**src/rtl/bmvg_pkg.sv**
```systemverilog
package bmvg_pkg;

  localparam int MAX_SEGMENTS = 255;

  localparam int EXT_W    = 16;
  localparam int SEG_W    = 8;
  localparam int POS_W    = 16;
  localparam int TEX_W    = 16;
  localparam int TEX_FRAC = 15;
  localparam int IDX_W    = 19;
  localparam int ADDR_W   = 5;
  localparam int DATA_W   = 32;
  localparam int PROD_W   = 2 * (SEG_W + 1);

  // Divider: numerator, divisor and quotient widths, one quotient bit per stage
  localparam int NUM_W      = 25;
  localparam int DEN_W      = SEG_W + 1;
  localparam int QUO_W      = 16;
  localparam int DIV_STAGES = QUO_W;

  localparam int QUEUE_DEPTH = 2;
  localparam int CFG_SETTLE  = 2;

  typedef enum logic [2:0] {
    REG_BOX_WIDTH,
    REG_BOX_HEIGHT,
    REG_BOX_DEPTH,
    REG_SEGMENTS_X,
    REG_SEGMENTS_Y,
    REG_SEGMENTS_Z
  } reg_idx_e;

  typedef enum logic [1:0] {
    AXIS_X,
    AXIS_Y,
    AXIS_Z
  } axis_e;

  typedef enum logic [2:0] {
    FACE_POS_X,
    FACE_NEG_X,
    FACE_POS_Y,
    FACE_NEG_Y,
    FACE_POS_Z,
    FACE_NEG_Z
  } face_e;

  typedef struct packed {
    logic [EXT_W-1:0]            ext_x;
    logic [EXT_W-1:0]            ext_y;
    logic [EXT_W-1:0]            ext_z;
    logic [SEG_W-1:0]            seg_x;
    logic [SEG_W-1:0]            seg_y;
    logic [SEG_W-1:0]            seg_z;
    logic [5:0][IDX_W-1:0]       base;
  } cfg_t;

  typedef struct packed {
    logic                    bad;
    axis_e                   axis_u;
    axis_e                   axis_v;
    axis_e                   axis_w;
    logic                    neg_u;
    logic                    neg_v;
    logic signed [POS_W-1:0] pos_w;
    logic signed [1:0]       nrm_w;
    logic [IDX_W-1:0]        vidx;
    logic [SEG_W-1:0]        gx;
    logic                    last_row;
    logic                    cell_valid;
  } side_t;

  typedef struct packed {
    side_t            side;
    logic [NUM_W-1:0] num_u;
    logic [NUM_W-1:0] num_v;
    logic [NUM_W-1:0] num_tu;
    logic [NUM_W-1:0] num_tv;
    logic [DEN_W-1:0] den_u;
    logic [DEN_W-1:0] den_v;
    logic [DEN_W-1:0] den_tu;
    logic [DEN_W-1:0] den_tv;
  } job_t;

endpackage

```
**src/rtl/bmvg_queue.sv**
```systemverilog
module bmvg_queue import bmvg_pkg::*; (
  input  logic clk_i,
  input  logic rst_ni,
  input  logic push_i,
  input  job_t job_i,
  input  logic pop_i,
  output logic valid_o,
  output logic full_o,
  output job_t job_o
);

  localparam int PTR_W = (QUEUE_DEPTH > 1) ? $clog2(QUEUE_DEPTH) : 1;
  localparam int CNT_W = $clog2(QUEUE_DEPTH + 1);

  job_t             mem_q [QUEUE_DEPTH];
  logic [PTR_W-1:0] wr_q, rd_q;
  logic [CNT_W-1:0] cnt_q;
  logic             do_pop;

  assign valid_o = (cnt_q != '0);
  assign full_o  = (cnt_q == CNT_W'(QUEUE_DEPTH));
  assign job_o   = mem_q[rd_q];
  assign do_pop  = pop_i & valid_o;

  always_ff @(posedge clk_i) begin
    if (push_i) begin
      mem_q[wr_q] <= job_i;
    end
  end

  always_ff @(posedge clk_i or negedge rst_ni) begin
    if (!rst_ni) begin
      wr_q  <= '0;
      rd_q  <= '0;
      cnt_q <= '0;
    end else begin
      if (push_i) begin
        wr_q <= (wr_q == PTR_W'(QUEUE_DEPTH - 1)) ? '0 : wr_q + PTR_W'(1);
      end
      if (do_pop) begin
        rd_q <= (rd_q == PTR_W'(QUEUE_DEPTH - 1)) ? '0 : rd_q + PTR_W'(1);
      end
      case ({push_i, do_pop})
        2'b10:   cnt_q <= cnt_q + CNT_W'(1);
        2'b01:   cnt_q <= cnt_q - CNT_W'(1);
        default: cnt_q <= cnt_q;
      endcase
    end
  end

  a_cnt_bound: assert property (@(posedge clk_i) disable iff (!rst_ni)
    cnt_q <= CNT_W'(QUEUE_DEPTH))
    else $error("queue count beyond depth");

  a_no_overflow: assert property (@(posedge clk_i) disable iff (!rst_ni)
    push_i |-> !full_o || do_pop)
    else $error("push into full queue");

endmodule

```
**config.mk**
```make
export PLATFORM = sky130hd
export DESIGN_NAME = bmvg_queue
export DESIGN_NICKNAME = d
export VERILOG_FILES = /design/src/rtl/bmvg_pkg.sv /design/src/rtl/bmvg_queue.sv
export SDC_FILE = /design/constraint.sdc
export NUM_CORES = 1
export LEC_CHECK = 0
export ABC_AREA = 1
export BUFFER_PORTS_ARGS = -buffer_cell sky130_fd_sc_hd__buf_2
export CAP_MARGIN = 20
export CORE_MARGIN = 4
export CORE_UTILIZATION = 40
export CTS_CLUSTER_SIZE = 10
export DETAILED_ROUTE_END_ITERATION = 12
export PLACE_DENSITY = 0.63
export SLEW_MARGIN = 20
export SYNTH_ARGS = -nofsm -noshare
export SYNTH_HDL_FRONTEND = slang
export SYNTH_SLANG_ARGS = --single-unit
```
**constraint.sdc**
```tcl
create_clock -name clk_i -period 11 [get_ports clk_i]
set_input_delay 2.2 -clock clk_i [delete_from_list [all_inputs] [get_ports clk_i]]
set_output_delay 2.2 -clock clk_i [all_outputs]
set_load 0.01 [all_outputs]
```
==> flow_metrics.env <==
export IMPL_status="completed"
export IMPL_worst_path_largest_cell_delay_ns=0.70
export IMPL_cts_setup_buffers=0
export IMPL_setup_violations=0
export IMPL_numClockSinks=388
export IMPL_syn_nets=1229
export IMPL_max_vdd_ir_drop_mv=0.174
export IMPL_maxSlewViolCount=0
export IMPL_arrival_ns=3.01
export IMPL_post_drt_wl_per_cell_microns=17.7
export IMPL_end_kind="output pin"
export IMPL_cp_slowest_cell="buf_6"
export IMPL_antenna_found_initial=10
export IMPL_criticalPathCategory="reg -> out"
export IMPL_gp_congestion=0.809
export IMPL_hold_violations=0
export IMPL_drt_first_pass_iters=4
export IMPL_cp_max_fo=107
export IMPL_cpLargestDelayFamily="buffers and inverters"
export IMPL_start_kind="register"
export IMPL_setup_ws_ns=5.79
export IMPL_path_cells="inv_6, buf_6, nand2_1, nand2_1, buf_2"
export IMPL_final_cells=1907
export IMPL_cts_buffer_depth=3
export IMPL_hold_class="reg -> reg"
export IMPL_drc=0
export IMPL_pre_cts_ws_ns=6.37
export IMPL_wl_microns=33800
export IMPL_clkLatencyLatePin_ns=0.55
export IMPL_fill_cells=3004
export IMPL_cts_tree="built"
export IMPL_dp_hpwl_microns=21700
export IMPL_cts_clk_slew_worst_paths_ns=0.05
export IMPL_reg2reg_depth=3
export IMPL_r2r_start="wr_q"
export IMPL_grt_use_total_pct=16.9
export IMPL_ys_warn_count=0
export IMPL_power_leakage_nw=7.62
export IMPL_syn_avg_cell_area_sq_um=13.8
export IMPL_die_area_sq_mm=0.0388
export IMPL_ios=390
export IMPL_avgViaCountPerCell=4.69
export IMPL_cts_htree_levels=2
export IMPL_crit_buf_inv=3
export IMPL_area_growth_pct=24.0
export IMPL_ant_nets=0
export IMPL_root_buffer="clkbuf_16"
export IMPL_tns_ns=0
export IMPL_worstPathRequired_ns=8.80
export IMPL_core_sq_mm=0.0349
export IMPL_period_needed_ns=5.21
export IMPL_synth_seq_area_share_pct=81.4
export IMPL_drv_cap=0
export IMPL_cp_num_cells=5
export IMPL_powerDensity_mw_per_mm2=267
export IMPL_placed_area_sq_mm=0.0165
export IMPL_post_cts_resized=0
export IMPL_grt_max_degree=126
export IMPL_final_util_pct=50.8
export IMPL_grt_pass1_wl_microns=50900
export IMPL_portBuffers=389
export IMPL_holdPathEnd="cnt_q[1]"
export IMPL_rrSetupSlack_ns=8.48
export IMPL_r2r_end="mem_q[1][42]"
export IMPL_fin_crit_sh_pct=47.4
export IMPL_hold_depth=2
export IMPL_min_from="cnt_q[1]"
export IMPL_fmaxAchievable_mhz=192
export IMPL_rsz0062_at_grt="no"
export IMPL_initial_utilization_pct=41.0
export IMPL_vias=8944
export IMPL_synth_seq_cells=388
export IMPL_std_cell_rows=68
export IMPL_cts_hold_buffers=0
export IMPL_syn_inst=1032
export IMPL_clock_skew_ns=0.00590
export IMPL_max_slew_margin_rel_pct=29.2
export IMPL_crit_top_cell="nand2_1"
export IMPL_fin_area_sq_mm=0.0177
export IMPL_nets=1629
export IMPL_die_h_microns=197
export IMPL_drive_gt1_share_pct=31.0
export IMPL_grt_pass1_vias=8917
export IMPL_fp_dieW_microns=197
export IMPL_worst_pin_slew_ns=1.06
export IMPL_synth_distinct_cells=14
export IMPL_drt_initial_drc_count=526
export IMPL_gr_total_overflow=0
export IMPL_syn_cell_area_sq_mm=0.0143
export IMPL_cts_buffers=45
export IMPL_dpl_cell_count=1840
-- where the power goes --
| part | internal (W) | total [W] | switching [W] |
|---|---|---|---|
| sequential | 0.00197 | 0.00205 | 0.0000793 |
| combinational | 0.000440 | 0.00143 | 0.000986 |
| clock | 0.000740 | 0.00126 | 0.000517 |
-- layout by cell type (no fill, tap or decap), types with 2 or more instances in the layout --
master,n
buf_2,389
buf_4,6
clkbuf_1,12
clkbuf_16,45
clkinv_2,2
dfrtp_1,3
diode_2,7
edfxtp_1,384
inv_1,6
nand2_1,585
nand3_1,2
-- flip-flops by register name, summed over array words and instances (netlist names) --
| name | flops |
|---|---|
| wr_q | 1 |
| mem_q | 384 |
| rd_q | 1 |
| cnt_q | 2 |
-- how the worst max path moves through the flow --
stage / start / to / slack, ns
after CTS: rd_q / job_o[138] / 5.73
after global routing: rd_q / job_o[130] / 5.56
after detailed placement: rd_q / job_o[105] / 6.37
after floorplan: push_i / mem_q[0][0] / 3.32
final: rd_q / job_o[138] / 5.79
after global placement: rd_q / job_o[105] / 6.08
-- worst register-to-register path: stages, from the launching register on --
cell and delay [ns]:
dfrtp_1 0.42, nand2_1 0.16, inv_8 0.61, buf_4 0.91
-- per-stage QoR --
step                      power (W)  hold WS, ns
after global placement      0.00352        0.460
after detailed placement    0.00353        0.479
after CTS                   0.00481        0.490
final                       0.00473        0.497
after floorplan             0.00300        0.442
after global routing        0.00502        0.523
-- cell type report --
| class | instances | area (sq um) | share of cell area, % |
|---|---|---|---|
| Timing Repair Buffer | 396 | 2000 | 11.3 |
| Sequential cell | 388 | 11600 | 65.7 |
| Clock buffer | 58 | 1180 | 6.69 |
| Tap cell | 455 | 569 | 3.21 |
| Multi-Input combinational cell | 593 | 2260 | 12.7 |
| Inverter | 8 | 42.5 | 0.240 |
| Antenna cell | 7 | 17.5 | 0.0989 |
| Clock inverter | 2 | 10.0 | 0.0565 |
-- per-layer routing --
layer,part of all wire [%],track usage (%),vias to the layer above
met5,0.20,0,-
met4,2.1,5.83,10
met3,11,6.58,51
met2,47,26.8,378
met1,40,21.4,4227
li1,-,-,4278
-- logic make-up (layout without fill, tap and decap cells) --
logic type / count (synthesis) / count (layout) / share of synthesized area (%)
fa+ha+maj: 1 / 1 / 0.0876
xor+xnor: 2 / 2 / 0.123
simple gates: 590 / 590 / 15.5
other cells: 0 / 7 / 0
flops: 388 / 388 / 81.4
buf+inv: 51 / 464 / 2.85
-- synth_stat cells --
| master | instances | area, sq um |
|---|---|---|
| buf_2 | 11 | 55.1 |
| buf_4 | 11 | 82.6 |
| buf_6 | 21 | 236 |
| dfrtp_1 | 4 | 100 |
| edfxtp_1 | 384 | 11500 |
| ha_1 | 1 | 12.5 |
| inv_1 | 7 | 26.3 |
| inv_4 | 1 | 6.26 |
| nand2_1 | 585 | 2200 |
| nand3_1 | 2 | 10.0 |
| nand4_1 | 1 | 6.26 |
| nor2_1 | 2 | 7.51 |
| xnor2_1 | 1 | 8.76 |
| xor2_1 | 1 | 8.76 |
Power figures use the tool's default switching activity.
