==> config.mk <==
export PLATFORM = sky130hd
export DESIGN_NAME = bmvg_front
export DESIGN_NICKNAME = d
export VERILOG_FILES = /design/src/rtl/bmvg_pkg.sv /design/src/rtl/bmvg_front.sv
export SDC_FILE = /design/constraint.sdc
export NUM_CORES = 1
export LEC_CHECK = 0
export ABC_AREA = 0
export BUFFER_PORTS_ARGS = -buffer_cell sky130_fd_sc_hd__buf_4
export CORE_ASPECT_RATIO = 0.7
export CORE_MARGIN = 2
export CORE_UTILIZATION = 31
export DETAILED_ROUTE_END_ITERATION = 16
export GPL_TIMING_DRIVEN = 0
export PLACE_DENSITY = 0.6
export SYNTH_ARGS = -nofsm -noshare
export SYNTH_HDL_FRONTEND = slang
export SYNTH_SLANG_ARGS = --single-unit
==> constraint.sdc <==
create_clock -name vclk -period 22.6
set_input_delay 4.52 -clock vclk [all_inputs]
set_output_delay 4.52 -clock vclk [all_outputs]
set_load 0.05 [all_outputs]
==> src/rtl/bmvg_pkg.sv <==
package bmvg_pkg;

  localparam int MAX_SEGMENTS = 255;

  localparam int EXT_W    = 16;
  localparam int SEG_W    = 8;
  localparam int POS_W    = 16;
  localparam int TEX_W    = 16;
  localparam int TEX_FRAC = 15;
  localparam int IDX_W    = 19;
  localparam int ADDR_W   = 5;
  localparam int DATA_W   = 32;
  localparam int PROD_W   = 2 * (SEG_W + 1);

  // Divider: numerator, divisor and quotient widths, one quotient bit per stage
  localparam int NUM_W      = 25;
  localparam int DEN_W      = SEG_W + 1;
  localparam int QUO_W      = 16;
  localparam int DIV_STAGES = QUO_W;

  localparam int QUEUE_DEPTH = 2;
  localparam int CFG_SETTLE  = 2;

  typedef enum logic [2:0] {
    REG_BOX_WIDTH,
    REG_BOX_HEIGHT,
    REG_BOX_DEPTH,
    REG_SEGMENTS_X,
    REG_SEGMENTS_Y,
    REG_SEGMENTS_Z
  } reg_idx_e;

  typedef enum logic [1:0] {
    AXIS_X,
    AXIS_Y,
    AXIS_Z
  } axis_e;

  typedef enum logic [2:0] {
    FACE_POS_X,
    FACE_NEG_X,
    FACE_POS_Y,
    FACE_NEG_Y,
    FACE_POS_Z,
    FACE_NEG_Z
  } face_e;

  typedef struct packed {
    logic [EXT_W-1:0]            ext_x;
    logic [EXT_W-1:0]            ext_y;
    logic [EXT_W-1:0]            ext_z;
    logic [SEG_W-1:0]            seg_x;
    logic [SEG_W-1:0]            seg_y;
    logic [SEG_W-1:0]            seg_z;
    logic [5:0][IDX_W-1:0]       base;
  } cfg_t;

  typedef struct packed {
    logic                    bad;
    axis_e                   axis_u;
    axis_e                   axis_v;
    axis_e                   axis_w;
    logic                    neg_u;
    logic                    neg_v;
    logic signed [POS_W-1:0] pos_w;
    logic signed [1:0]       nrm_w;
    logic [IDX_W-1:0]        vidx;
    logic [SEG_W-1:0]        gx;
    logic                    last_row;
    logic                    cell_valid;
  } side_t;

  typedef struct packed {
    side_t            side;
    logic [NUM_W-1:0] num_u;
    logic [NUM_W-1:0] num_v;
    logic [NUM_W-1:0] num_tu;
    logic [NUM_W-1:0] num_tv;
    logic [DEN_W-1:0] den_u;
    logic [DEN_W-1:0] den_v;
    logic [DEN_W-1:0] den_tu;
    logic [DEN_W-1:0] den_tv;
  } job_t;

endpackage

==> src/rtl/bmvg_front.sv <==
module bmvg_front import bmvg_pkg::*; (
  input  logic       start,
  input  logic       full_i,
  input  logic       settling_i,
  input  logic [2:0] face_i,
  input  logic [7:0] column_i,
  input  logic [7:0] row_i,
  input  cfg_t       cfg_i,
  output logic       busy,
  output logic       push_o,
  output job_t       job_o
);

  logic             bad, udir_neg, vdir_neg, wpos;
  axis_e            au, av, aw;
  logic [IDX_W-1:0] base_f;
  logic [EXT_W-1:0] eu, ev, ew;
  logic [SEG_W-1:0] gx, gy, ix, iy, mag_u, mag_v;
  logic [SEG_W+1:0] du, dv, adu, adv;
  logic [EXT_W+SEG_W-1:0] prod_u, prod_v;
  logic [PROD_W-1:0] rowoff;
  logic [EXT_W:0]   half_w;

  function automatic logic [EXT_W-1:0] ext_sel(input axis_e a, input cfg_t c);
    case (a)
      AXIS_X:  return c.ext_x;
      AXIS_Y:  return c.ext_y;
      AXIS_Z:  return c.ext_z;
      default: return c.ext_x;
    endcase
  endfunction

  function automatic logic [SEG_W-1:0] seg_sel(input axis_e a, input cfg_t c);
    case (a)
      AXIS_X:  return c.seg_x;
      AXIS_Y:  return c.seg_y;
      AXIS_Z:  return c.seg_z;
      default: return c.seg_x;
    endcase
  endfunction

  assign busy   = full_i | settling_i;
  assign push_o = start & ~busy;

  // Classify the face
  always_comb begin
    bad      = 1'b0;
    au       = AXIS_X;
    av       = AXIS_Y;
    aw       = AXIS_Z;
    udir_neg = 1'b0;
    vdir_neg = 1'b1;
    wpos     = 1'b0;
    base_f   = '0;
    case (face_e'(face_i))
      FACE_POS_X: begin
        au = AXIS_Z; av = AXIS_Y; aw = AXIS_X;
        udir_neg = 1'b1; wpos = 1'b1; base_f = cfg_i.base[0];
      end
      FACE_NEG_X: begin
        au = AXIS_Z; av = AXIS_Y; aw = AXIS_X;
        base_f = cfg_i.base[1];
      end
      FACE_POS_Y: begin
        au = AXIS_X; av = AXIS_Z; aw = AXIS_Y;
        vdir_neg = 1'b0; wpos = 1'b1; base_f = cfg_i.base[2];
      end
      FACE_NEG_Y: begin
        au = AXIS_X; av = AXIS_Z; aw = AXIS_Y;
        base_f = cfg_i.base[3];
      end
      FACE_POS_Z: begin
        wpos = 1'b1; base_f = cfg_i.base[4];
      end
      FACE_NEG_Z: begin
        udir_neg = 1'b1; base_f = cfg_i.base[5];
      end
      default: bad = 1'b1;
    endcase
  end

  always_comb begin
    eu = ext_sel(au, cfg_i);
    ev = ext_sel(av, cfg_i);
    ew = ext_sel(aw, cfg_i);
    gx = seg_sel(au, cfg_i);
    gy = seg_sel(av, cfg_i);
    ix = (column_i > gx) ? gx : column_i;
    iy = (row_i > gy) ? gy : row_i;

    // Offset from the face center in half segments
    du     = {1'b0, ix, 1'b0} - {2'b00, gx};
    dv     = {1'b0, iy, 1'b0} - {2'b00, gy};
    adu    = du[SEG_W+1] ? (~du + (SEG_W+2)'(1)) : du;
    adv    = dv[SEG_W+1] ? (~dv + (SEG_W+2)'(1)) : dv;
    mag_u  = adu[SEG_W-1:0];
    mag_v  = adv[SEG_W-1:0];
    prod_u = eu * mag_u;
    prod_v = ev * mag_v;
    rowoff = ({1'b0, gx} + DEN_W'(1)) * iy;
    half_w = ({1'b0, ew} + (EXT_W+1)'(1)) >> 1;

    job_o.side.bad        = bad;
    job_o.side.axis_u     = au;
    job_o.side.axis_v     = av;
    job_o.side.axis_w     = aw;
    job_o.side.neg_u      = udir_neg ^ du[SEG_W+1];
    job_o.side.neg_v      = vdir_neg ^ dv[SEG_W+1];
    if (wpos) begin
      job_o.side.pos_w = half_w[EXT_W-1] ? POS_W'(32767) : POS_W'(half_w);
    end else begin
      job_o.side.pos_w = POS_W'(~half_w + (EXT_W+1)'(1));
    end
    job_o.side.nrm_w      = (wpos && ew != '0) ? 2'sd1 : -2'sd1;
    job_o.side.vidx       = base_f + IDX_W'(ix) + IDX_W'(rowoff);
    job_o.side.gx         = gx;
    job_o.side.last_row   = (iy == gy);
    job_o.side.cell_valid = (ix < gx) && (iy < gy);

    // Round half away from zero: (|n| + g) / 2g
    job_o.num_u  = NUM_W'(prod_u) + NUM_W'(gx);
    job_o.num_v  = NUM_W'(prod_v) + NUM_W'(gy);
    job_o.den_u  = {gx, 1'b0};
    job_o.den_v  = {gy, 1'b0};
    job_o.num_tu = (NUM_W'(ix) << TEX_FRAC) + NUM_W'(gx >> 1);
    job_o.num_tv = (NUM_W'(gy - iy) << TEX_FRAC) + NUM_W'(gy >> 1);
    job_o.den_tu = DEN_W'(gx);
    job_o.den_tv = DEN_W'(gy);
  end

endmodule

==> results.sh <==
export IMPL_outcome="completed"
export IMPL_grt_pass1_vias=16588
export IMPL_period_share_pct=97.2
export IMPL_yosysUniqueCellTypes=105
export IMPL_ios=402
export IMPL_dr_pass1_iters=7
export IMPL_finalCriticalPeriod_ps=21960
export IMPL_grt_remaining_overflow=0
export IMPL_max_slew_margin_pct=17.7
export IMPL_totalWireLength_um=64800
export IMPL_area_growth_pct=21.8
export IMPL_gr_usage_met3_pct=4.73
export IMPL_ff_latch_area_um2=0
export IMPL_die_h_um=204
export IMPL_min_to="busy"
export IMPL_die_x_um=289
export IMPL_start_util_pct=31.2
export IMPL_yosys_mux_area_fraction_pct=5.94
export IMPL_ys_seq_area_share_pct=0
export IMPL_synthCells=2236
export IMPL_max_freq_mhz=45.5
export IMPL_fin_area_um2=21500
export IMPL_syn_area_per_cell_um2=7.90
export IMPL_crit_fanout=10
export IMPL_hold_class="primary input to output port"
export IMPL_cp_start_kind="primary input"
export IMPL_drt_initial_drc_count=1152
export IMPL_synth_xor_area_share_pct=5.64
export IMPL_criticalPathCategory="primary input to output port"
export IMPL_avgViaCountPerCell=4.95
export IMPL_use_met2_pct=31.1
export IMPL_drive_gt1_share_pct=22.0
export IMPL_gp_congestion=0.922
export IMPL_vias=16768
export IMPL_min_delay_start="full_i"
export IMPL_grt_max_degree=15
export IMPL_synth_fa_ha_area_share_pct=42.7
export IMPL_nClkBuffers=0
export IMPL_antenna_left=0
export IMPL_setup_viol=0
export IMPL_synth_warnings=0
export IMPL_worstPathRequired_ps=18080
export IMPL_antenna_found_initial=0
export IMPL_synth_top_family_by_area="adder cells"
export IMPL_drc_errors=0
export IMPL_synth_simple_area_share_pct=17.7
export IMPL_nets=3297
export IMPL_seq_cells=0
export IMPL_fin_util_pct=38.1
export IMPL_placed_cell_area_um2=21500
export IMPL_syn_area_um2=17700
export IMPL_cp_slowest_cell="clkbuf_1"
export IMPL_die_area_um2=58900
export IMPL_grt_met1_usage_pct=34.3
export IMPL_gr_usage_all_layers_pct=21.9
export IMPL_worstMarginPinSlew_ps=1200
export IMPL_cpPeakStageDelay_ps=840
export IMPL_max_cap_violations=0
export IMPL_finalHoldViolations=0
export IMPL_hpwl_um=57600
export IMPL_synth_compound_area_share_pct=15.0
export IMPL_crit_path_end_kind="output port"
export IMPL_routedWlPerCell_um=19.1
export IMPL_core_rowCount=73
export IMPL_min_path_cells=3
export IMPL_arrival_ps=17440
export IMPL_core_area_um2=56500
export IMPL_grt_pass1_wl_um=100000
export IMPL_port_buffers=376
export IMPL_slew_violations=0
export IMPL_hold_buffers=0
export IMPL_grt_busiest_layer="met1"
==> through the flow <==
stage / setup TNS, ps / setup slack, ps / cells / hold slack [ps]
after CTS: 0 / 612 / 3384 / 9430
after floorplan: 0 / 2180 / 2258 / 9260
final: 0 / 642 / 3385 / 9450
after global routing: -4.04 / -4.04 / 3384 / 9450
after global placement: 0 / 730 / 3384 / 9430
after detailed placement: 0 / 621 / 3384 / 9430
==> critical path, delay by kind of cell <==
family | cells | cell delay [ps]
compound gates | 10 | 3000
buf+inv | 12 | 3110
simple gates | 12 | 3080
fa+ha+maj | 7 | 2870
xor+xnor | 1 | 810
==> final cells by class <==
type	instances	area (um2)
Fill cell	5904	35000
Multi-Input combinational cell	1730	15500
Timing Repair Buffer	376	2820
Inverter	400	1500
Tap cell	750	938
Buffer	128	795
Antenna cell	1	2.50
==> per-layer routing <==
layer | up-vias | part of all wire (%)
met4 | 0 | 1.2
met1 | 8091 | 50
met3 | 46 | 8.3
li1 | 8070 | -
met2 | 561 | 40
met5 | - | 0
==> synth_stat cells, types with 30 or more instances <==
library cell,number,share of area [%]
fa_1,246,28
a21oi_1,70,2.0
xnor2_1,78,3.9
nor2_1,266,5.7
nand2_1,149,3.2
o21ai_0,75,2.1
clkbuf_1,39,0.83
buf_4,70,3.0
or2_2,40,1.4
ha_1,207,15
mux2i_1,67,3.8
nor3_1,40,1.1
a22oi_1,49,2.1
nand3_1,30,0.85
xor2_1,32,1.6
inv_1,396,8.4
==> cells by family after synthesis <==
group	Yosys count
compound gates	375
xor+xnor	112
fa+ha+maj	456
buf+inv	528
mux	99
other cells	2
simple gates	664
==> how the worst max path moves through the flow <==
stage | from | end | slack (ps) | cells past startpoint
final | face_i[1] | job_o[104] | 640 | 42
after global routing | face_i[1] | job_o[104] | -4 | 43
after CTS | face_i[1] | job_o[104] | 610 | 42
after detailed placement | face_i[1] | job_o[104] | 620 | 42
after global placement | face_i[1] | job_o[104] | 730 | 42
after floorplan | face_i[1] | job_o[104] | 2180 | 40
==> cell usage in the layout, fill, tap and decap left out, types with 6 or more instances in the layout <==
| master | count |
|---|---|
| buf_4 | 446 |
| inv_1 | 396 |
| nor2_1 | 266 |
| fa_1 | 246 |
| ha_1 | 207 |
| nand2_1 | 149 |
| xnor2_1 | 78 |
| o21ai_0 | 75 |
| a21oi_1 | 69 |
| mux2i_1 | 66 |
| a22oi_1 | 49 |
| or2_2 | 40 |
| nor3_1 | 40 |
| clkbuf_1 | 39 |
| xor2_1 | 32 |
| nand3_1 | 30 |
| nor2b_1 | 29 |
| mux2_2 | 29 |
| a21o_1 | 24 |
| conb_1 | 24 |
| nand2b_1 | 19 |
| o21a_1 | 19 |
| and2_1 | 17 |
| a211oi_1 | 15 |
| nand4_1 | 12 |
| a21oi_2 | 12 |
| buf_2 | 11 |
| a221oi_1 | 10 |
| or3_1 | 10 |
| o21ai_1 | 9 |
| nor4_1 | 9 |
| o22ai_1 | 7 |
| o21bai_1 | 7 |
| o31ai_1 | 6 |
==> what timing repair did <==
action	in CTS	in global routing
endpoints found under the setup margin	0	5
resized for setup	0	2
hold endpoints to repair	0	0
buffers inserted	0	0
