===== config.mk =====
export PLATFORM = sky130hd
export DESIGN_NAME = bmvg_back
export DESIGN_NICKNAME = d
export VERILOG_FILES = /design/src/rtl/bmvg_pkg.sv /design/src/rtl/bmvg_div.sv /design/src/rtl/bmvg_back.sv
export SDC_FILE = /design/constraint.sdc
export NUM_CORES = 2
export LEC_CHECK = 0
export BUFFER_PORTS_ARGS = -buffer_cell sky130_fd_sc_hd__buf_2
export CAP_MARGIN = 20
export CELL_PAD_IN_SITES_DETAIL_PLACEMENT = 1
export CELL_PAD_IN_SITES_GLOBAL_PLACEMENT = 2
export CORE_ASPECT_RATIO = 0.5
export CORE_MARGIN = 10
export CORE_UTILIZATION = 42
export DETAILED_ROUTE_END_ITERATION = 8
export PLACE_DENSITY = 0.81
export SLEW_MARGIN = 20
export SYNTH_ARGS = -nofsm -noshare
export SYNTH_HDL_FRONTEND = slang
export SYNTH_SLANG_ARGS = --single-unit

===== constraint.sdc =====
create_clock -name clk_i -period 3.3 [get_ports clk_i]
set_input_delay 0.66 -clock clk_i [delete_from_list [all_inputs] [get_ports clk_i]]
set_output_delay 0.66 -clock clk_i [all_outputs]
set_load 0.05 [all_outputs]

===== src/rtl/bmvg_pkg.sv =====
package bmvg_pkg;

  localparam int MAX_SEGMENTS = 255;

  localparam int EXT_W    = 16;
  localparam int SEG_W    = 8;
  localparam int POS_W    = 16;
  localparam int TEX_W    = 16;
  localparam int TEX_FRAC = 15;
  localparam int IDX_W    = 19;
  localparam int ADDR_W   = 5;
  localparam int DATA_W   = 32;
  localparam int PROD_W   = 2 * (SEG_W + 1);

  // Divider: numerator, divisor and quotient widths, one quotient bit per stage
  localparam int NUM_W      = 25;
  localparam int DEN_W      = SEG_W + 1;
  localparam int QUO_W      = 16;
  localparam int DIV_STAGES = QUO_W;

  localparam int QUEUE_DEPTH = 2;
  localparam int CFG_SETTLE  = 2;

  typedef enum logic [2:0] {
    REG_BOX_WIDTH,
    REG_BOX_HEIGHT,
    REG_BOX_DEPTH,
    REG_SEGMENTS_X,
    REG_SEGMENTS_Y,
    REG_SEGMENTS_Z
  } reg_idx_e;

  typedef enum logic [1:0] {
    AXIS_X,
    AXIS_Y,
    AXIS_Z
  } axis_e;

  typedef enum logic [2:0] {
    FACE_POS_X,
    FACE_NEG_X,
    FACE_POS_Y,
    FACE_NEG_Y,
    FACE_POS_Z,
    FACE_NEG_Z
  } face_e;

  typedef struct packed {
    logic [EXT_W-1:0]            ext_x;
    logic [EXT_W-1:0]            ext_y;
    logic [EXT_W-1:0]            ext_z;
    logic [SEG_W-1:0]            seg_x;
    logic [SEG_W-1:0]            seg_y;
    logic [SEG_W-1:0]            seg_z;
    logic [5:0][IDX_W-1:0]       base;
  } cfg_t;

  typedef struct packed {
    logic                    bad;
    axis_e                   axis_u;
    axis_e                   axis_v;
    axis_e                   axis_w;
    logic                    neg_u;
    logic                    neg_v;
    logic signed [POS_W-1:0] pos_w;
    logic signed [1:0]       nrm_w;
    logic [IDX_W-1:0]        vidx;
    logic [SEG_W-1:0]        gx;
    logic                    last_row;
    logic                    cell_valid;
  } side_t;

  typedef struct packed {
    side_t            side;
    logic [NUM_W-1:0] num_u;
    logic [NUM_W-1:0] num_v;
    logic [NUM_W-1:0] num_tu;
    logic [NUM_W-1:0] num_tv;
    logic [DEN_W-1:0] den_u;
    logic [DEN_W-1:0] den_v;
    logic [DEN_W-1:0] den_tu;
    logic [DEN_W-1:0] den_tv;
  } job_t;

endpackage


===== src/rtl/bmvg_div.sv =====
module bmvg_div import bmvg_pkg::*; (
  input  logic             clk_i,
  input  logic [NUM_W-1:0] num_i,
  input  logic [DEN_W-1:0] den_i,
  output logic [QUO_W-1:0] quo_o
);

  logic [NUM_W-1:0] rem_q [DIV_STAGES];
  logic [DEN_W-1:0] den_q [DIV_STAGES];
  logic [QUO_W-1:0] quo_q [DIV_STAGES];

  // One restoring step per stage, quotient MSB first
  for (genvar s = 0; s < DIV_STAGES; s++) begin : g_stage
    logic [NUM_W-1:0] rem_in, trial;
    logic [DEN_W-1:0] den_in;
    logic [QUO_W-1:0] quo_in;

    if (s == 0) begin : g_first
      assign rem_in = num_i;
      assign den_in = den_i;
      assign quo_in = '0;
    end else begin : g_next
      assign rem_in = rem_q[s-1];
      assign den_in = den_q[s-1];
      assign quo_in = quo_q[s-1];
    end

    assign trial = NUM_W'(den_in) << (QUO_W - 1 - s);

    always_ff @(posedge clk_i) begin
      den_q[s] <= den_in;
      if (rem_in >= trial) begin
        rem_q[s] <= rem_in - trial;
        quo_q[s] <= quo_in | (QUO_W'(1) << (QUO_W - 1 - s));
      end else begin
        rem_q[s] <= rem_in;
        quo_q[s] <= quo_in;
      end
    end
  end

  assign quo_o = quo_q[DIV_STAGES-1];

endmodule


===== src/rtl/bmvg_back.sv =====
module bmvg_back import bmvg_pkg::*; (
  input  logic                    clk_i,
  input  logic                    rst_ni,
  input  logic                    valid_i,
  input  job_t                    job_i,
  output logic                    pop_o,
  output logic                    done_o,
  output logic signed [POS_W-1:0] pos_x_o,
  output logic signed [POS_W-1:0] pos_y_o,
  output logic signed [POS_W-1:0] pos_z_o,
  output logic signed [1:0]       normal_x_o,
  output logic signed [1:0]       normal_y_o,
  output logic signed [1:0]       normal_z_o,
  output logic [TEX_W-1:0]        tex_u_o,
  output logic [TEX_W-1:0]        tex_v_o,
  output logic [IDX_W-1:0]        vertex_index_o,
  output logic                    cell_valid_o,
  output logic [IDX_W-1:0]        index_below_o
);

  logic        valid_q [DIV_STAGES];
  side_t       side_q  [DIV_STAGES];
  logic [QUO_W-1:0] q_u, q_v, q_tu, q_tv;
  logic signed [POS_W-1:0] pu, pv;
  side_t       sd;
  logic        done_q;

  function automatic logic signed [POS_W-1:0] coord(input logic [QUO_W-1:0] q,
                                                    input logic neg);
    if (neg) begin
      return POS_W'(~q + QUO_W'(1));
    end else if (q[QUO_W-1]) begin
      return POS_W'(32767);
    end
    return POS_W'(q);
  endfunction

  function automatic logic signed [POS_W-1:0] pick(input axis_e a, input side_t s,
                                                   input logic signed [POS_W-1:0] u,
                                                   input logic signed [POS_W-1:0] v);
    if (s.axis_u == a) begin
      return u;
    end else if (s.axis_v == a) begin
      return v;
    end
    return s.pos_w;
  endfunction

  // Take an item whenever the queue has one: this side never stalls
  assign pop_o = valid_i;

  bmvg_div u_div_u  (.clk_i, .num_i(job_i.num_u),  .den_i(job_i.den_u),  .quo_o(q_u));
  bmvg_div u_div_v  (.clk_i, .num_i(job_i.num_v),  .den_i(job_i.den_v),  .quo_o(q_v));
  bmvg_div u_div_tu (.clk_i, .num_i(job_i.num_tu), .den_i(job_i.den_tu), .quo_o(q_tu));
  bmvg_div u_div_tv (.clk_i, .num_i(job_i.num_tv), .den_i(job_i.den_tv), .quo_o(q_tv));

  always_ff @(posedge clk_i or negedge rst_ni) begin
    if (!rst_ni) begin
      for (int s = 0; s < DIV_STAGES; s++) begin
        valid_q[s] <= 1'b0;
      end
      done_q <= 1'b0;
    end else begin
      valid_q[0] <= valid_i;
      for (int s = 1; s < DIV_STAGES; s++) begin
        valid_q[s] <= valid_q[s-1];
      end
      done_q <= valid_q[DIV_STAGES-1];
    end
  end

  always_ff @(posedge clk_i) begin
    side_q[0] <= job_i.side;
    for (int s = 1; s < DIV_STAGES; s++) begin
      side_q[s] <= side_q[s-1];
    end
  end

  assign sd = side_q[DIV_STAGES-1];
  assign pu = coord(q_u, sd.neg_u);
  assign pv = coord(q_v, sd.neg_v);

  // Route to axes and drop everything for an unknown face
  always_ff @(posedge clk_i) begin
    if (sd.bad) begin
      pos_x_o        <= '0;
      pos_y_o        <= '0;
      pos_z_o        <= '0;
      normal_x_o     <= '0;
      normal_y_o     <= '0;
      normal_z_o     <= '0;
      tex_u_o        <= '0;
      tex_v_o        <= '0;
      vertex_index_o <= '0;
      cell_valid_o   <= 1'b0;
      index_below_o  <= '0;
    end else begin
      pos_x_o        <= pick(AXIS_X, sd, pu, pv);
      pos_y_o        <= pick(AXIS_Y, sd, pu, pv);
      pos_z_o        <= pick(AXIS_Z, sd, pu, pv);
      normal_x_o     <= (sd.axis_w == AXIS_X) ? sd.nrm_w : 2'sd0;
      normal_y_o     <= (sd.axis_w == AXIS_Y) ? sd.nrm_w : 2'sd0;
      normal_z_o     <= (sd.axis_w == AXIS_Z) ? sd.nrm_w : 2'sd0;
      tex_u_o        <= q_tu;
      tex_v_o        <= q_tv;
      vertex_index_o <= sd.vidx;
      cell_valid_o   <= sd.cell_valid;
      index_below_o  <= sd.last_row ? '0 : sd.vidx + IDX_W'(sd.gx) + IDX_W'(1);
    end
  end

  assign done_o = done_q;

  a_latency: assert property (@(posedge clk_i) disable iff (!rst_ni)
    done_o == $past(valid_i, DIV_STAGES + 1))
    else $error("result strobe out of step with popped item");

endmodule


==> metrics.csv <==
stage,metric,value,unit
sta,grt_setup_unrepaired,false,
pwr,total_leakage_power,59.0,nW
yosys,ys_seq_elements,3622,
yosys,netlist_instances,10600,
sta,worst_pin_slew,938,ps
floorplanning,rows,137,
yosys,async_flop_share,0.00469,
outcome,outcome,"finished, final reports clean",
drt,wire_per_inst,17.4,um
pwr,switchingPower,40.1,mW
sta,holdWs,100,ps
global_route,grt_pass1_wl,430000,um
placement,routabilityCongestion,0.851,
clock_tree,cts_buffers,316,
pwr,p_total,130,mW
floorplanning,initial_utilization,0.423,
sta,period_needed,3050,ps
clock_tree,cts_max_path_buffers,4,
global_route,grt-ovfl-total,0,
floorplanning,dieArea,304000,um2
clock_tree,root_buffer,clkbuf_16,
layout,stdcell_area,137000,um2
yosys,synthTopCellsByArea,"dfxtp_1, ha_1, xor2_1, nor2_1, inv_1",
yosys,synth_most_common_cell,dfxtp_1,
worst_setup_path,setup.worst_path.start,u_div_v.den_q[0][45],
pwr,intPower,89.4,mW
clock_tree,post_cts_buffers,0,
drt,drtAntennaViolNets,0,
pwr,p_seq_frac,0.454,
yosys,synth_common_cells,"dfxtp_1, nor2_1, inv_1",
yosys,syn_area,118000,um2
job,maxCapViolCount,0,
global_route,first_global_vias,78900,
pwr,ir_drop,0.000620,V
sta,hold_violations,0,
pwr,switching_share,0.310,
floorplanning,dieHeight,395,um
clock_tree,path_clk_slew,60,ps
sta,post-route-period-util,0.923,
yosys,avgSynthCellArea,11.2,um2
sta,worst_slack,254,ps
yosys,yosys_warnings,0,
worst_setup_path,crit_path_end_kind,flip-flop,
global_route,grt_usage,0.171,
layout,synthToLayoutAreaGrowth,16.3,%
worst_setup_path,crit_fanout,7,
yosys,yosysTopAreaCell,dfxtp_1,
drt,first_iter_violations,3248,
yosys,synth_top_area_frac,0.611,
global_route,antenna_found_initial,18,
pwr,pwr-share-comb,0.249,
pwr,power_frac_clock,0.297,
yosys,synth_edf_count,0,
drt,dr.pass1.iters,5,
yosys,ys.flop_type,dfxtp_1,
yosys,netlist-cell-type-count,98,
placement,placed_cell_area,125000,um2
clock_tree,clk_latency,890,ps
clock_tree,cts_tree,done,
worst_setup_path,required,4020,ps
placement,placed_cells,14600,
worst_hold_path,hold_path_class,input pin to flip-flop,
drt,routed_wl,267000,um
sta,clock_skew,50.6,ps
worst_hold_path,hp-start,job_i[83],
sta,max_clock_freq,328,MHz
global_route,grt_max_degree,47,
layout,layout.cells.non_filler,15400,
floorplanning,die_x,770,um
placement,dp_slack,135,ps
placement,io_buffers,321,
pwr,power_density,942,nW/um2
drt,viasPerCell,4.86,
worst_setup_path,path_class,flip-flop to flip-flop,
sta,relSlewSlack,0.359,
floorplanning,io_pins,322,
worst_setup_path,worstPathArrival,3770,ps
sta,fin_tns_setup,0,ps
layout,finish.utilization,0.492,
clock_tree,cts_sinks,3622,
placement,dp.final_hpwl,198000,um
yosys,synth_fp_nets,11400,
drt,vias,74600,
sta,finalSetupViolations,0,
clock_tree,htree_levels,5,
sta,maxSlewViolCount,0,
floorplanning,core,279000,um2
layout,drive_above_1_share,0.106,
drt,drc,0,
layout,fin_nets,12200,
worst_setup_path,start_kind,flip-flop,
worst_setup_path,reg2reg_from,u_div_v.den_q[0][45],
yosys,ys_seq_area_frac,0.614,
per-layer routing:
layer	routed length, um	track usage	part of all wire	vias to the layer above
met5	0	0	0	-
met4	7690	0.0510	0.029	0
met3	8830	0.0270	0.033	441
met2	126000	0.295	0.47	916
met1	124000	0.221	0.47	35600
li1	-	-	-	37700
worst paths after layout:
| kind | to | slack [ps] | depth (start not counted) |
|---|---|---|---|
| worst max-delay path | u_div_v.rem_q[0][172] | 250 | 12 |
| min in group asynchronous | valid_q[14] | 240 | 2 |
| max in group asynchronous | valid_q[6] | 2780 | 2 |
| worst min register to register | u_div_tu.quo_q[11][8] | 280 | 0 |
| worst max register to register | u_div_v.rem_q[0][172] | 250 | 12 |
| worst min-delay path | u_div_tu.rem_q[0][22] | 100 | 2 |
cells in the final DEF, fill, tap and decap left out, types with 35 or more instances in the layout:
cell / instances
and3_1: 43
clkbuf_8: 51
nand2_1: 487
nand2b_1: 136
o21ai_0: 476
or3_1: 83
a21oi_1: 533
clkinv_2: 53
nand4_1: 90
xnor2_1: 303
fa_1: 61
ha_1: 586
buf_4: 92
clkbuf_1: 55
dlygate4sd3_1: 185
nor2b_1: 192
or2_2: 52
a21o_1: 103
nor2_1: 757
nor3_1: 265
or4_1: 87
nand3_1: 111
xor2_1: 414
mux2i_1: 35
dfxtp_1: 3604
mux2_2: 181
o21a_1: 169
buf_2: 321
o31ai_1: 58
nor4b_1: 53
clkbuf_16: 319
nor4_1: 207
inv_1: 748
o31a_1: 74
a211oi_1: 54
flip-flops by register name, summed over array words and instances (netlist names), 375 cells and up:
register        flops
side_q            896
u_div_tv.rem_q    375
u_div_v.rem_q     375
u_div_tu.rem_q    375
u_div_u.rem_q     375
cell families (layout without fill, tap and decap cells):
logic type | count (synthesis) | after routing | share of synthesized area
DFF | 3622 | 3622 | 0.614
and+or+nand+nor | 2725 | 2725 | 0.119
AOI/OAI and AO/OA | 1749 | 1749 | 0.0923
buffers and inverters | 870 | 1915 | 0.0279
xor gates and xnor gates | 717 | 717 | 0.0531
adders and majority gates | 647 | 647 | 0.0724
muxes | 221 | 221 | 0.0208
other | 0 | 10 | 0
power groups by stage:
stage / sequential, mW / combinational [mW] / clock, mW
after floorplan: 57.5 / 24.7 / 0
after global placement: 59.5 / 31.4 / 0
after detailed placement: 59.7 / 32.0 / 0
after CTS: 58.8 / 32.6 / 39.6
after global routing: 59.8 / 36.5 / 41.6
final: 58.8 / 32.3 / 38.5
area by class of cell:
cell class	instances	area, um2
Inverter	750	2820
Timing Repair Buffer	599	4170
Clock inverter	141	1930
Fill cell	29700	142000
Tap cell	3753	4700
Sequential cell	3622	72600
Multi-Input combinational cell	6059	42300
Clock buffer	425	8890
Antenna cell	10	25.0
repair_timing:
item | CTS | global route
gates resized for setup | 0 | 2
hold endpoints to repair | 201 | 0
hold buffers | 185 | 0
endpoints found under the setup margin | 0 | 12
critical path, stage by stage (launching register included):
cell,delay [ps]
dfxtp_1,350
ha_1,200
inv_1,60
fa_1,390
a21oi_1,250
o22ai_1,170
o311ai_0,510
and2_1,270
and3_1,190
inv_1,130
nand2_1,150
nor3_1,80
xor2_1,150
Power figures use the tool's default switching activity.
