--- config.mk ---
export PLATFORM = sky130hd
export DESIGN_NAME = bmvg_cfg
export DESIGN_NICKNAME = d
export VERILOG_FILES = /design/src/rtl/bmvg_pkg.sv /design/src/rtl/bmvg_cfg.sv
export SDC_FILE = /design/constraint.sdc
export NUM_CORES = 1
export LEC_CHECK = 0
export BUFFER_PORTS_ARGS = -buffer_cell sky130_fd_sc_hd__buf_2
export CAP_MARGIN = 10
export CORE_ASPECT_RATIO = 1.25
export CORE_MARGIN = 2
export CORE_UTILIZATION = 38
export DETAILED_ROUTE_END_ITERATION = 10
export MAX_ROUTING_LAYER = met4
export PLACE_DENSITY = 0.59
export SKIP_CTS_REPAIR_TIMING = 1
export SLEW_MARGIN = 20
export SYNTH_ARGS = -nofsm -noshare
export SYNTH_HDL_FRONTEND = slang
export SYNTH_SLANG_ARGS = --single-unit
--- constraint.sdc ---
create_clock -name clk_i -period 5.1 [get_ports clk_i]
set_input_delay 1.53 -clock clk_i [delete_from_list [all_inputs] [get_ports clk_i]]
set_output_delay 1.53 -clock clk_i [all_outputs]
set_load 0.02 [all_outputs]
--- src/rtl/bmvg_pkg.sv ---
package bmvg_pkg;

  localparam int MAX_SEGMENTS = 255;

  localparam int EXT_W    = 16;
  localparam int SEG_W    = 8;
  localparam int POS_W    = 16;
  localparam int TEX_W    = 16;
  localparam int TEX_FRAC = 15;
  localparam int IDX_W    = 19;
  localparam int ADDR_W   = 5;
  localparam int DATA_W   = 32;
  localparam int PROD_W   = 2 * (SEG_W + 1);

  // Divider: numerator, divisor and quotient widths, one quotient bit per stage
  localparam int NUM_W      = 25;
  localparam int DEN_W      = SEG_W + 1;
  localparam int QUO_W      = 16;
  localparam int DIV_STAGES = QUO_W;

  localparam int QUEUE_DEPTH = 2;
  localparam int CFG_SETTLE  = 2;

  typedef enum logic [2:0] {
    REG_BOX_WIDTH,
    REG_BOX_HEIGHT,
    REG_BOX_DEPTH,
    REG_SEGMENTS_X,
    REG_SEGMENTS_Y,
    REG_SEGMENTS_Z
  } reg_idx_e;

  typedef enum logic [1:0] {
    AXIS_X,
    AXIS_Y,
    AXIS_Z
  } axis_e;

  typedef enum logic [2:0] {
    FACE_POS_X,
    FACE_NEG_X,
    FACE_POS_Y,
    FACE_NEG_Y,
    FACE_POS_Z,
    FACE_NEG_Z
  } face_e;

  typedef struct packed {
    logic [EXT_W-1:0]            ext_x;
    logic [EXT_W-1:0]            ext_y;
    logic [EXT_W-1:0]            ext_z;
    logic [SEG_W-1:0]            seg_x;
    logic [SEG_W-1:0]            seg_y;
    logic [SEG_W-1:0]            seg_z;
    logic [5:0][IDX_W-1:0]       base;
  } cfg_t;

  typedef struct packed {
    logic                    bad;
    axis_e                   axis_u;
    axis_e                   axis_v;
    axis_e                   axis_w;
    logic                    neg_u;
    logic                    neg_v;
    logic signed [POS_W-1:0] pos_w;
    logic signed [1:0]       nrm_w;
    logic [IDX_W-1:0]        vidx;
    logic [SEG_W-1:0]        gx;
    logic                    last_row;
    logic                    cell_valid;
  } side_t;

  typedef struct packed {
    side_t            side;
    logic [NUM_W-1:0] num_u;
    logic [NUM_W-1:0] num_v;
    logic [NUM_W-1:0] num_tu;
    logic [NUM_W-1:0] num_tv;
    logic [DEN_W-1:0] den_u;
    logic [DEN_W-1:0] den_v;
    logic [DEN_W-1:0] den_tu;
    logic [DEN_W-1:0] den_tv;
  } job_t;

endpackage

--- src/rtl/bmvg_cfg.sv ---
module bmvg_cfg import bmvg_pkg::*; (
  input  logic              clk_i,
  input  logic              rst_ni,
  input  logic              psel,
  input  logic              penable,
  input  logic              pwrite,
  input  logic [ADDR_W-1:0] paddr,
  input  logic [DATA_W-1:0] pwdata,
  output logic [DATA_W-1:0] prdata,
  output logic              pready,
  output cfg_t              cfg_o,
  output logic              settling_o
);

  localparam int SET_W = $clog2(CFG_SETTLE + 1);

  logic [EXT_W-1:0] width_q, height_q, depth_q;
  logic [SEG_W-1:0] segx_q, segy_q, segz_q;
  logic [SET_W-1:0] settle_q;
  logic [PROD_W-1:0] p_zy_q, p_xz_q, p_xy_q;
  logic [5:0][IDX_W-1:0] base_q;
  logic [SEG_W-1:0] sx, sy, sz;
  logic [IDX_W-1:0] zy, xz, xy;
  logic wr_en;
  reg_idx_e idx;

  function automatic logic [SEG_W-1:0] eff_seg(input logic [SEG_W-1:0] s);
    if (s == '0) begin
      return SEG_W'(1);
    end else if (32'(s) > MAX_SEGMENTS) begin
      return SEG_W'(MAX_SEGMENTS);
    end
    return s;
  endfunction

  assign pready = 1'b1;
  assign wr_en  = psel & penable & pwrite;
  assign idx    = reg_idx_e'(paddr[4:2]);

  always_ff @(posedge clk_i or negedge rst_ni) begin
    if (!rst_ni) begin
      width_q  <= EXT_W'(256);
      height_q <= EXT_W'(256);
      depth_q  <= EXT_W'(256);
      segx_q   <= SEG_W'(1);
      segy_q   <= SEG_W'(1);
      segz_q   <= SEG_W'(1);
      settle_q <= SET_W'(CFG_SETTLE);
    end else begin
      if (wr_en) begin
        settle_q <= SET_W'(CFG_SETTLE);
        case (idx)
          REG_BOX_WIDTH:  width_q  <= pwdata[EXT_W-1:0];
          REG_BOX_HEIGHT: height_q <= pwdata[EXT_W-1:0];
          REG_BOX_DEPTH:  depth_q  <= pwdata[EXT_W-1:0];
          REG_SEGMENTS_X: segx_q   <= pwdata[SEG_W-1:0];
          REG_SEGMENTS_Y: segy_q   <= pwdata[SEG_W-1:0];
          REG_SEGMENTS_Z: segz_q   <= pwdata[SEG_W-1:0];
          default: ;
        endcase
      end else if (settle_q != '0) begin
        settle_q <= settle_q - SET_W'(1);
      end
    end
  end

  always_comb begin
    case (idx)
      REG_BOX_WIDTH:  prdata = DATA_W'(width_q);
      REG_BOX_HEIGHT: prdata = DATA_W'(height_q);
      REG_BOX_DEPTH:  prdata = DATA_W'(depth_q);
      REG_SEGMENTS_X: prdata = DATA_W'(segx_q);
      REG_SEGMENTS_Y: prdata = DATA_W'(segy_q);
      REG_SEGMENTS_Z: prdata = DATA_W'(segz_q);
      default:        prdata = '0;
    endcase
  end

  assign sx = eff_seg(segx_q);
  assign sy = eff_seg(segy_q);
  assign sz = eff_seg(segz_q);

  // Vertex counts per face pair, then running face bases
  always_ff @(posedge clk_i) begin
    p_zy_q <= ({1'b0, sz} + DEN_W'(1)) * ({1'b0, sy} + DEN_W'(1));
    p_xz_q <= ({1'b0, sx} + DEN_W'(1)) * ({1'b0, sz} + DEN_W'(1));
    p_xy_q <= ({1'b0, sx} + DEN_W'(1)) * ({1'b0, sy} + DEN_W'(1));
  end

  assign zy = IDX_W'(p_zy_q);
  assign xz = IDX_W'(p_xz_q);
  assign xy = IDX_W'(p_xy_q);

  always_ff @(posedge clk_i) begin
    base_q[0] <= '0;
    base_q[1] <= zy;
    base_q[2] <= zy + zy;
    base_q[3] <= zy + zy + xz;
    base_q[4] <= zy + zy + xz + xz;
    base_q[5] <= zy + zy + xz + xz + xy;
  end

  assign cfg_o.ext_x = width_q;
  assign cfg_o.ext_y = height_q;
  assign cfg_o.ext_z = depth_q;
  assign cfg_o.seg_x = sx;
  assign cfg_o.seg_y = sy;
  assign cfg_o.seg_z = sz;
  assign cfg_o.base  = base_q;
  assign settling_o  = (settle_q != '0);

endmodule

==> Flow_metrics.wiki <==
{| class="wikitable"
! Metric !! Value
|-
| Hold Crit Depth || 0
|-
| Placed wire-length estimate || roughly 37000 um
|-
| Number of slew-limit violations in the final report || 0
|-
| Max capacitance violation total || 0
|-
| Hold Startpoint || p_xy_q[0]$_DFF_P_
|-
| Setup clock skew after layout || 0.02044 ns
|-
| Main synth FF type || sky130_fd_sc_hd__dfxtp_1
|-
| Skew-Pair Late Insertion Delay || between 0.5 and 0.6 ns
|-
| Number of register bits inferred by synthesis || 202
|-
| Fin crit period || around 5.4 ns
|-
| Horizontal die dimension || 191.1 um
|-
| Residual DRC || 0
|-
| Post-place instance area || between 15000 and 20000 um2
|-
| Portion of synthesized cell area occupied by the leading cell type || roughly 18%
|-
| H-tree levels || 1
|-
| Category of the critical setup timing path || flop to flop
|-
| Arrival time of the worst setup path || roughly 5.8 ns
|-
| Sequential element share of the synthesized area || 26.59%
|-
| Core Footprint || about 43000 um2
|-
| Worst r2r src || segx_q[0]$_DFFE_PN1P_
|-
| Layout cell share with drive strength beyond 1 || 32.44%
|-
| Max Freq || 184.5 MHz
|-
| Num Clock Sinks || between 200 and 250
|-
| Starting Density || between 30% and 40%
|-
| Longest individual stage delay on the worst path || between 0.5 and 0.6 ns
|-
| Global-route wire length before repair || ~70000 um
|-
| Relative slew slack || 37.27%
|-
| Post-synth EDFFs || 0
|-
| TritonCTS clock tree || yes
|-
| Initial antenna violation count || 1
|-
| Final period utilization || 106.3%
|-
| Die area || ~45000 um2
|-
| IO buf count || between 200 and 250
|-
| Cells traversed along the worst timing path || nand4_1 -> nor2_4 -> nand2_4 -> buf_12 -> xor2_4 -> nor2_1 -> fa_1 -> fa_1 -> inv_1 -> fa_1 -> fa_1 -> inv_2 -> ha_4 -> o21a_1 -> o21ai_2 -> nand2b_1 -> a31o_4 -> a41o_1 -> o41a_1 -> xor2_1
|-
| Die Y-Extent || between 200 and 250 um
|-
| Top post-synthesis cells by area || sky130_fd_sc_hd__fa_1 (18%), sky130_fd_sc_hd__dfxtp_1 (15%), sky130_fd_sc_hd__ha_1 (12%), sky130_fd_sc_hd__dfrtp_1 (10%), sky130_fd_sc_hd__inv_1 (5.8%)
|-
| Crit path top cell by count || sky130_fd_sc_hd__fa_1
|-
| Maximum number of pins on one net before global-route repair || between 70 and 80
|-
| Post-layout util || about 49%
|-
| Library cell occupying the most area in the post-synthesis netlist || sky130_fd_sc_hd__fa_1
|-
| Syn. warnings || 0
|-
| Maximum fanout along the worst path || 5
|-
| CP Launch Type || flop
|-
| Number of placed I/O pins || 262
|-
| Netlist area before placement || ~17000 um2
|-
| Worst-case reg-to-reg path depth || 20
|-
| Count of final hold-check violations || 0
|-
| Clock-pin transition on the worst setup and hold timing paths || about 0.060 ns
|-
| Global router's overall resource usage || 20.24%
|-
| Class of the tightest hold or removal check || flop to flop
|-
| Num rows || 85
|-
| Total gr overflow || 0
|-
| Detailed-route wire length || about 45000 um
|-
| Routed WL per cell || approximately 16 um
|-
| Type of destination of the critical path || flop
|-
| Pre-Repair DR Iteration Count || 6
|-
| Worst-margin pin slew || ~0.94 ns
|-
| Violated checks || negative setup slack
|-
| Post-route cell area || 21250 um2
|-
| Startpoint of the worst setup timing path || segx_q[0]$_DFFE_PN1P_
|-
| Total vias in the final route || 13060
|-
| Number of distinct library cells after synthesis || 73
|-
| Post-detailed-route count of antenna-violating nets || 0
|-
| Final setup viols || 11
|-
| Via count of the first global-routing pass || around 14000
|-
| Critical path's slowest cell || sky130_fd_sc_hd__dfstp_2
|-
| Post-synthesis cell count || 1779
|-
| Final setup slack of the worst path || -0.3203 ns
|-
| Routability congestion estimate || 0.8681
|-
| DRT iter0 DRCs || about 470
|-
| Number of buffers between clock root and the deepest sink || 3
|-
| Req. time, crit path || around 5.5 ns
|-
| Root buffer cell || sky130_fd_sc_hd__clkbuf_16
|-
| Async set or reset register ratio after synthesis || a little over a third
|-
| Fin nets || ~2500
|-
| Worst hold slack across all endpoints || around 0.33 ns
|-
| Unrepaired setup endpoints after global routing || true
|-
| Run status || finished with violations
|-
| Area added between synthesis and finish || 27.78%
|-
| Routed via count divided by cell count || between 4 and 5
|-
| Average cell area after synthesis || roughly 9.3 um2
|-
| CTS Buf Count || 23
|}
==> synth_stat cells, types with 3 or more instances <==
cell                       instances
sky130_fd_sc_hd__o21ai_0          30
sky130_fd_sc_hd__nor2_1          213
sky130_fd_sc_hd__dfxtp_1         128
sky130_fd_sc_hd__xnor2_1          85
sky130_fd_sc_hd__nor2b_1           9
sky130_fd_sc_hd__inv_1           257
sky130_fd_sc_hd__buf_2            10
sky130_fd_sc_hd__o31ai_1           4
sky130_fd_sc_hd__a21oi_1          83
sky130_fd_sc_hd__a211oi_1         12
sky130_fd_sc_hd__xor2_1           33
sky130_fd_sc_hd__clkbuf_1         58
sky130_fd_sc_hd__and3_1            3
sky130_fd_sc_hd__nand3_1          18
sky130_fd_sc_hd__ha_1            166
sky130_fd_sc_hd__nor4_1            3
sky130_fd_sc_hd__a41o_1            3
sky130_fd_sc_hd__a21o_1           24
sky130_fd_sc_hd__mux2i_1          22
sky130_fd_sc_hd__nand2_1         133
sky130_fd_sc_hd__or3_1             3
sky130_fd_sc_hd__nand4_1           9
sky130_fd_sc_hd__buf_4            59
sky130_fd_sc_hd__nor3b_1           3
sky130_fd_sc_hd__nand2b_1          9
sky130_fd_sc_hd__o22ai_1           6
sky130_fd_sc_hd__fa_1            152
sky130_fd_sc_hd__nor3_1           13
sky130_fd_sc_hd__o21bai_1         15
sky130_fd_sc_hd__and2_1            4
sky130_fd_sc_hd__or2_2             7
sky130_fd_sc_hd__a31oi_1           4
sky130_fd_sc_hd__dfrtp_1          67
sky130_fd_sc_hd__o21ai_1           3
sky130_fd_sc_hd__dfstp_2           7
sky130_fd_sc_hd__o21a_1           11
sky130_fd_sc_hd__mux2_2           68
==> layout make-up <==
cell class                 count  area [um2]
clock inverter                 9       72.57
sequential                   202        4424
timing repair buffer         462        3053
clock buffer                  33       673.1
antenna                        1       2.502
tap                          565       706.9
inverter                     259       975.9
fill                        4134       21930
multi-input combinational   1227       11340
==> through the flow <==
| stage | TNS, ns | setup slack (ns) | instances |
|---|---|---|---|
| floorplan | -0.08789 | -0.08673 | 1816 |
| global route | -5.189 | -0.5121 | 2758 |
| CTS | -5.445 | -0.4895 | 2738 |
| finish | -1.442 | -0.3203 | 2758 |
| detailed placement | -4.728 | -0.4312 | 2696 |
| global placement | -3.470 | -0.4038 | 2696 |
==> critical path, delay by kind of cell, from the launching register on <==
| kind | cells | cell delay (ns) |
|---|---|---|
| adders and majority gates | 5 | 2.19 |
| AOI/OAI and AO/OA | 5 | 1.17 |
| xor gates and xnor gates | 2 | 0.35 |
| and+or+nand+nor | 5 | 0.81 |
| buffers and inverters | 3 | 0.25 |
| DFF | 1 | 0.53 |
==> flip-flops by register name, summed over array words and instances (netlist names) <==
| signal | flops |
|---|---|
| segz_q | 8 |
| settle_q | 2 |
| depth_q | 16 |
| cfg_o | 74 |
| segx_q | 8 |
| p_xy_q | 18 |
| segy_q | 8 |
| width_q | 16 |
| height_q | 16 |
| p_xz_q | 18 |
| p_zy_q | 18 |
==> routing by layer <==
metal  vias to the layer above  global-route usage, %  part of all wire, %
li1                       6376                      -                    -
met5                         -                      -                    0
met3                        91                  2.795                  4.9
met1                      6289                  22.45                   40
met4                         0                  7.483                  3.7
met2                       306                  36.69                   51
==> cells by family after synthesis <==
family / share of synthesized area (%)
compound gates: 8.426
simple gates: 11.50
other cells: 0.04516
xor+xnor: 6.312
mux: 6.199
flops: 26.59
buf+inv: 10.14
fa+ha+maj: 30.79
==> cells in the final DEF, fill, tap and decap left out, types with 68 or more instances in the layout <==
cell and n:
sky130_fd_sc_hd__fa_1 150, sky130_fd_sc_hd__buf_2 203, sky130_fd_sc_hd__xnor2_1 76, sky130_fd_sc_hd__buf_4 246
sky130_fd_sc_hd__ha_1 153, sky130_fd_sc_hd__dfxtp_1 127, sky130_fd_sc_hd__inv_1 246, sky130_fd_sc_hd__nand2_1 124
sky130_fd_sc_hd__nor2_1 202, sky130_fd_sc_hd__mux2_2 68
==> final timing paths <==
path	slack, ns	end
min in group asynchronous	1.12	settle_q[0]$_DFFE_PN0P_
max in group asynchronous	3.34	height_q[6]$_DFFE_PN0P_
worst min register to register	0.33	cfg_o[95]$_DFF_P_
worst max register to register	-0.32	p_xz_q[16]$_DFF_P_
worst max-delay path	-0.32	p_xz_q[16]$_DFF_P_
worst min-delay path	0.33	cfg_o[95]$_DFF_P_
Power is left out: the tool's default activity adds up to more than one toggle a clock period on the data nets, which glitch-free logic cannot reach.
